===== src/hw/rtl/fehs_pkg.sv =====
// Shared types, codes and the color palette of the fire heat spreader.
// No dependencies; used by the controller, the datapath and the top level.
package fehs_pkg;

  localparam logic [5:0] HEAT_MAX = 6'd36;

  localparam logic ACT_SPREAD = 1'b0;
  localparam logic ACT_READ   = 1'b1;

  typedef enum logic [1:0] {
    ST_CLEAR,
    ST_IDLE,
    ST_FETCH,
    ST_EXEC
  } state_t;

  // controller to datapath
  typedef struct packed {
    logic clr;   // write one cell of the clearing pass
    logic load;  // capture an accepted item
    logic exec;  // finish the item: write back, fill the output register
  } cmd_t;

  // datapath to controller
  typedef struct packed {
    logic clr_last;  // clearing pass is on its last cell
    logic out_hold;  // output register is full and stalled
  } sts_t;

  // palette lookup, heat of 36 and above gives white (FFFFFF)
  function automatic logic [23:0] palette(input logic [5:0] h);
    logic [23:0] rgb;
    unique case (h)
      6'd0:    rgb = 24'h070707;
      6'd1:    rgb = 24'h1F0707;
      6'd2:    rgb = 24'h2F0F07;
      6'd3:    rgb = 24'h470F07;
      6'd4:    rgb = 24'h571707;
      6'd5:    rgb = 24'h671F07;
      6'd6:    rgb = 24'h771F07;
      6'd7:    rgb = 24'h8F2707;
      6'd8:    rgb = 24'h9F2F07;
      6'd9:    rgb = 24'hAF3F07;
      6'd10:   rgb = 24'hBF4707;
      6'd11:   rgb = 24'hC74707;
      6'd12:   rgb = 24'hDF4F07;
      6'd13:   rgb = 24'hDF5707;
      6'd14:   rgb = 24'hDF5707;
      6'd15:   rgb = 24'hD75F07;
      6'd16:   rgb = 24'hD75F07;
      6'd17:   rgb = 24'hD7670F;
      6'd18:   rgb = 24'hCF6F0F;
      6'd19:   rgb = 24'hCF770F;
      6'd20:   rgb = 24'hCF7F0F;
      6'd21:   rgb = 24'hCF8717;
      6'd22:   rgb = 24'hC78717;
      6'd23:   rgb = 24'hC78F17;
      6'd24:   rgb = 24'hC7971F;
      6'd25:   rgb = 24'hBF9F1F;
      6'd26:   rgb = 24'hBF9F1F;
      6'd27:   rgb = 24'hBFA727;
      6'd28:   rgb = 24'hBFA727;
      6'd29:   rgb = 24'hBFAF2F;
      6'd30:   rgb = 24'hB7AF2F;
      6'd31:   rgb = 24'hB7B72F;
      6'd32:   rgb = 24'hB7B737;
      6'd33:   rgb = 24'hCFCF6F;
      6'd34:   rgb = 24'hDFDF9F;
      6'd35:   rgb = 24'hEFEFC7;
      default: rgb = 24'hFFFFFF;
    endcase
    return rgb;
  endfunction

endpackage


===== src/hw/rtl/fehs_ctrl.sv =====
// Sequencer of the fire heat spreader: clearing pass, accept, fetch, execute.
// Depends on fehs_pkg for the state type and the command/status structs.
module fehs_ctrl (
  input  logic          clk,
  input  logic          rst_n,
  input  logic          in_valid,
  output logic          in_stall,
  input  fehs_pkg::sts_t sts,
  output fehs_pkg::cmd_t cmd
);

  fehs_pkg::state_t state_r, state_nxt;

  always_ff @(posedge clk) begin
    if (!rst_n) begin
      state_r <= fehs_pkg::ST_CLEAR;
    end else begin
      state_r <= state_nxt;
    end
  end

  always_comb begin
    state_nxt = state_r;
    cmd       = '0;
    in_stall  = 1'b1;
    unique case (state_r)
      fehs_pkg::ST_CLEAR: begin
        cmd.clr = 1'b1;
        if (sts.clr_last) begin
          state_nxt = fehs_pkg::ST_IDLE;
        end
      end
      fehs_pkg::ST_IDLE: begin
        in_stall = 1'b0;
        if (in_valid) begin
          cmd.load  = 1'b1;
          state_nxt = fehs_pkg::ST_FETCH;
        end
      end
      fehs_pkg::ST_FETCH: begin
        state_nxt = fehs_pkg::ST_EXEC;
      end
      fehs_pkg::ST_EXEC: begin
        // hold while the previous result still waits downstream
        if (!sts.out_hold) begin
          cmd.exec  = 1'b1;
          state_nxt = fehs_pkg::ST_IDLE;
        end
      end
      default: begin
        state_nxt = fehs_pkg::ST_CLEAR;
      end
    endcase
  end

endmodule


===== config.mk =====
export PLATFORM = sky130hd
export DESIGN_NAME = fehs_ctrl
export DESIGN_NICKNAME = d
export VERILOG_FILES = /design/src/hw/rtl/fehs_pkg.sv /design/src/hw/rtl/fehs_ctrl.sv
export SDC_FILE = /design/constraint.sdc
export NUM_CORES = 1
export LEC_CHECK = 0
export BUFFER_PORTS_ARGS = -buffer_cell sky130_fd_sc_hd__clkbuf_2
export CELL_PAD_IN_SITES_DETAIL_PLACEMENT = 0
export CELL_PAD_IN_SITES_GLOBAL_PLACEMENT = 1
export CORE_AREA = 2 2 39 41
export DETAILED_ROUTE_END_ITERATION = 16
export DIE_AREA = 0 0 41 43
export PLACE_DENSITY = 0.43
export SLEW_MARGIN = 25
export SYNTH_ARGS = -nofsm -noshare
export SYNTH_HDL_FRONTEND = slang
export SYNTH_SLANG_ARGS = --single-unit

===== constraint.sdc =====
create_clock -name clk -period 1.73 [get_ports clk]
set_input_delay 0.0865 -clock clk [delete_from_list [all_inputs] [get_ports clk]]
set_output_delay 0.0865 -clock clk [all_outputs]
set_load 0.02 [all_outputs]

==> results.ini, run 1 <==
[flow_run]
cap_violations = 0

[setup_path]
worstPathRequired_ps = 1880
timing.rr.start = state_r[0]
endpoint_kind = flip-flop
crit_chain = inv_1 > ha_1 > a222oi_1 > mux2i_1
critical_path_buf_inv_count = 1
crit_family = compound AO/OA/AOI/OAI gates
arrival_ps = 1610
start_kind = flip-flop
critPathMaxStageDelay_ps = 500
path_max_fanout = 4
cp_slowest_cell = a222oi_1
cp-startpoint = state_r[0]
crit_type = reg -> reg

[global_routing]
grt_pass1_wl_um = 593
grt_max_degree = 5
grtUsageTotal_pct = 5.32
grt_pass1_vias = 149
antenna_found_initial = 0
overflow = 0

[finish]
diodes = 0
nFillCells = 160
top_regs = state_r (2)
nets = 40
top_register = state_r
area_delta_synth_final_pct = 54.5
drive_gt1_share_pct = 36.7
largest_register_ff_count = 2

[power_and_ir_drop]
switching_share_pct = 44.3
p_clk_share_pct = 23.6
irDropWorstVdd_mv = 0.672
p_switching_uw = 192
power_uw = 432
power_frac_seq_pct = 21.5
combinationalPowerShare_pct = 54.9
leakagePower_nw = 0.132
p_int_uw = 241
power.density_nw_per_um2 = 1850

[detailed_routing]
wl_per_cell_um = 7.50
routed_wl_um = 345
ant_nets = 0
num_vias = 149
drtIter0Drc = 4
drtPass1Iterations = 4
viasPerCell = 3.24
drc = 0

[cts]
post_cts_buffers = 0
numCtsBuffers = 3
cts_resized = 0
cts_sinks = 2
clkTransAtPathRegs_ps = 30
htree_levels = 1
cts_tree = built
ctsHoldBuffers = 0
clk_latency_ps = 220
cts_root_buffer = clkbuf_4
max-clock-path-buffers = 2

[synthesis]
synth.most_common_cell = inv_1
synth.area.top_cells = dfxtp_1 26%, ha_1 25%, mux2i_1 13%
synthTopCellsByCount = 5 x inv_1, 4 x nand2_1, 3 x ha_1
yosys.cell_types.count = 8
ys_warn_count = 0
async_flop_share_pct = 0
yosys_register_bits = 2
synth_edf_count = 0
synth.yosys.seq_area_share_pct = 26.4
yosys.area.top_type_share_pct = 26.4
syn_inst = 19
synth_ff_type = dfxtp_1
synth_top_area_cell = dfxtp_1
synth_nets = 27
synth.avg_cell_area_um2 = 7.97
syn_area_um2 = 151

[sta]
max_freq_mhz = 683
setup_slack_ps = 267
period_needed_ps = 1460
clock_skew_ps = 1.97
slew_viol_final = 0
tightest_slew_ps = 525
hold_viol_final = 0
fin_crit_sh_pct = 84.6
setup_viol = 0
fin_setup_tns_ps = 0
grt_setup_unrepaired = no
maxSlewHeadroom_pct = 65.0

[die]
placementRows = 14
start_util_pct = 10.9
chipWidth_um = 41
die-area_um2 = 1760
core_um2 = 1380
fp.dieH_um = 43
io_pins = 9

[outcome]
outcome = finished, final reports clean

[min_path]
hold_path.class = in -> reg
hp-start = rst_n

[place]
place_ws_ps = 256
portBuffers = 8
gp_congestion = 0.594

[stage by stage]
| stage | hold WS, ps | util (%) | instances | area, µm² |
|---|---|---|---|---|
| 2_1_floorplan | 232 | - | 19 | 151 |
| 3_3_place_gp | 365 | 15.3 | 43 | 211 |
| 3_5_place_dp | 372 | 15.3 | 43 | 211 |
| 4_1_cts | 136 | 16.9 | 46 | 234 |
| 5_1_grt | 166 | 16.9 | 46 | 234 |
| 6_report | 147 | 16.9 | 46 | 234 |
[area by class of cell]
type / count / area [µm²] / share of cell area [%]
Clock buffer: 3 / 22.5 / 9.63
Inverter: 5 / 18.8 / 8.02
Multi-Input combinational cell: 12 / 92.6 / 39.6
Sequential cell: 2 / 40.0 / 17.1
Tap cell: 16 / 20.0 / 8.56
Timing Repair Buffer: 8 / 40.0 / 17.1
[layout by cell type, fill, tap and decap left out, drive strengths merged]
cell / netlist / routed
clkbuf: 0 / 11
inv: 5 / 5
nand2: 4 / 4
ha: 3 / 3
mux2i: 2 / 2
dfxtp: 2 / 2
nor2: 1 / 1
nor2b: 1 / 1
a222oi: 1 / 1
[layer usage]
metal	track usage, %	up-vias	share of wire [%]	wire [µm]
met5	0	-	0	0
met4	6.00	0	0	0
met3	1.57	0	13	46
met2	6.25	9	35	120
met1	6.75	57	52	179
li1	-	83	-	-
[final timing paths]
check | cells past startpoint | slack (ps) | endpoint
max | 4 | 270 | state_r[0]
min | 3 | 150 | state_r[1]
max reg2reg | 4 | 270 | state_r[0]
min reg2reg | 2 | 480 | state_r[1]
[cells by family (layout without fill, tap and decap cells)]
kind of cell	after synthesis	after routing	share of synthesized area, %
flip-flops	2	2	26.4
adder cells (fa/ha/maj)	3	3	24.8
AND/OR/NAND/NOR	6	6	16.5
AO/OA/AOI/OAI	1	1	6.61
multiplexers	2	2	13.2
buffers and inverters	5	16	12.4
[power groups by stage]
stage	Combinational [mW]	Clock, mW	Sequential [mW]
after global placement	0.236	0	0.0922
final	0.237	0.102	0.0929
after CTS	0.241	0.110	0.0942
after floorplan	0.179	0	0.0884
after global routing	0.274	0.115	0.100
after detailed placement	0.241	0	0.0949
[worst register-to-register path, delay by kind of cell (launching register included)]
family	cells	cell delay, ps
mux	1	250
flops	1	370
fa+ha+maj	1	210
buf+inv	1	60
compound gates	1	500
Power figures use the tool's default switching activity.
==> run 2, diff against run 1 <==
Settings changed: PLACE_DENSITY 0.43 to 0.44.
Clock period 1.73 ns to 1.3 ns, I/O delays scaled along.
==> run 2 against run 1 <==
The flow now finishes with violations (negative setup slack). Cell count is 4.3% higher. Core utilization is 3.3 points higher. Highest routed layer unchanged. Worst setup slack worse by 270 ps. Critical endpoint unchanged.
==> results.ini, run 2 (synthesis gave the netlist of run 1 again) <==
[sta]
maxSlewHeadroom_pct = 80.4  ; +15 points
clock_skew_ps = 1.02  ; -0.951 ps
setup_viol = 1  ; +1
setup_slack_ps = -6.13  ; -273 ps
period_needed_ps = 1310  ; -157 ps
grt_setup_unrepaired = yes
fin_crit_sh_pct = 100  ; +16 points
tightest_slew_ps = 295  ; -230 ps
hold_viol_final = 0  ; unchanged
max_freq_mhz = 766  ; +12%
slew_viol_final = 0  ; unchanged

[setup_path]
timing.rr.start = state_r[1]
start_kind = flip-flop
critical_path_buf_inv_count = 2  ; +1
cp_slowest_cell = dfxtp_2
crit_chain = inv_2 > ha_4 > a222oi_1 > buf_4 > mux2i_1
r2r-end = state_r[0]
crit_family = flip-flops
path_max_fanout = 3  ; -1
endpoint_kind = flip-flop
worstPathRequired_ps = 1440  ; -440 ps
cp.depth = 5  ; +1
endpoint = state_r[0]
crit_type = reg -> reg
rrSetupSlack_ps = -6  ; -270 ps
ff2ff_path_depth = 5  ; +1
arrival_ps = 1450  ; -160 ps
critPathMaxStageDelay_ps = 340  ; -160 ps
cp-startpoint = state_r[1]

[detailed_routing]
drc = 0  ; unchanged
drtPass1Iterations = 4  ; unchanged
num_vias = 166  ; +11%
routed_wl_um = 381  ; +10%
viasPerCell = 3.46  ; +6.8%
ant_nets = 0  ; unchanged
wl_per_cell_um = 7.94  ; +5.8%
drtIter0Drc = 5  ; +1

[outcome]
violations = negative setup slack
outcome = complete, but fails checks

[cts]
cts_sinks = 2  ; unchanged
clkTransAtPathRegs_ps = 30  ; about the same
cts_root_buffer = clkbuf_4
clk_latency_ps = 220  ; about the same
htree_levels = 1  ; unchanged
max-clock-path-buffers = 2  ; unchanged
numCtsBuffers = 3  ; unchanged
cts_tree = built

[min_path]
hold_path.class = in -> reg

[global_routing]
overflow = 0  ; unchanged
grt_max_degree = 5  ; unchanged
grt_pass1_vias = 183  ; +23%
grtUsageTotal_pct = 6.11  ; +0.79 points
antenna_found_initial = 0  ; unchanged
grt_pass1_wl_um = 690  ; +16%

[finish]
mostFrequentLayoutCells = 8 x clkbuf_2, 4 x nand2_1, 3 x inv_1, 3 x clkbuf_4
design_area_um2 = 279  ; +19%
nets = 42  ; +5.0%
diodes = 0  ; unchanged
largest_register_ff_count = 2  ; unchanged
area_delta_synth_final_pct = 84.3
top_register = state_r
top_regs = state_r (2)
drive_gt1_share_pct = 59.4  ; +23 points
layout_commonest_cell = clkbuf_2

[die]
placementRows = 14  ; unchanged
chipWidth_um = 41  ; unchanged
fp.dieH_um = 43  ; unchanged
start_util_pct = 10.9  ; unchanged
die-area_um2 = 1760  ; unchanged
core_um2 = 1380  ; unchanged
io_pins = 9  ; unchanged

[flow_run]
cap_violations = 0  ; unchanged

[place]
gp_congestion = 0.596  ; +0.42%
place_ws_ps = -37.6  ; -294 ps
portBuffers = 8  ; unchanged
placed_area_um2 = 236  ; +12%

[power_and_ir_drop]
leakagePower_nw = 0.144  ; +9.2%
irDropWorstVdd_mv = 0.806  ; +20%
power.density_nw_per_um2 = 2510  ; +36%

[run 2: timing repair]
action | CTS | global route
buffers inserted | 1 | 0
hold buffers | 0 | 0
gates resized for setup | 3 | 0
pin swaps | 1 | 0
setup endpoints to repair | 2 | 2
[run 2: stage by stage]
step / setup TNS (ps) / utilization (%) / power [mW] / hold slack [ps] / cells
CTS: -31.0 / 20.2 / 0.719 / 118 / 48
detailed placement: -67.0 / 17.1 / 0.522 / 346 / 44
floorplan: 0 / - / 0.417 / 203 / 19
global placement: -59.4 / 17.1 / 0.510 / 336 / 44
finish: -6.13 / 20.2 / 0.699 / 121 / 48
global route: -190 / 20.2 / 0.782 / 153 / 48
[run 2: worst min-delay path by stage]
| stage | from | to | slack (ps) | cells past startpoint |
|---|---|---|---|---|
| floorplan | rst_n | state_r[1] | 200 | 2 |
| detailed placement | rst_n | state_r[1] | 350 | 3 |
| global route | rst_n | state_r[1] | 150 | 3 |
| CTS | rst_n | state_r[0] | 120 | 3 |
| global placement | rst_n | state_r[0] | 340 | 3 |
| finish | rst_n | state_r[0] | 120 | 3 |
[run 2: cell type report]
class / instances / area, µm²
multi-input combinational: 12 / 118
inverter: 5 / 18.8
sequential: 2 / 45.0
clock buffer: 3 / 22.5
timing repair buffer: 10 / 55.1
fill: 159 / 1100
tap: 16 / 20.0
[run 2: power breakdown]
group          internal, mW  switching (mW)  total (mW)
logic                 0.193           0.220       0.413
registers             0.109          0.0445       0.153
clock network         0.102          0.0317       0.133
total                 0.403           0.296       0.699
[run 2: per-layer routing]
layer  share of wire [%]  global-route usage, %  vias to the layer above
li1                    -                      -                       85
met1                  48                   6.71                       72
met2                  41                   8.75                        9
met3                  10                   1.57                        0
met4                   0                   6.00                        0
met5                   0                      0                        -
[run 2: worst register-to-register path: stages, from the launching register on]
cell,delay (ps)
dfxtp_2,340
inv_2,60
ha_4,150
a222oi_1,320
buf_4,180
mux2i_1,170
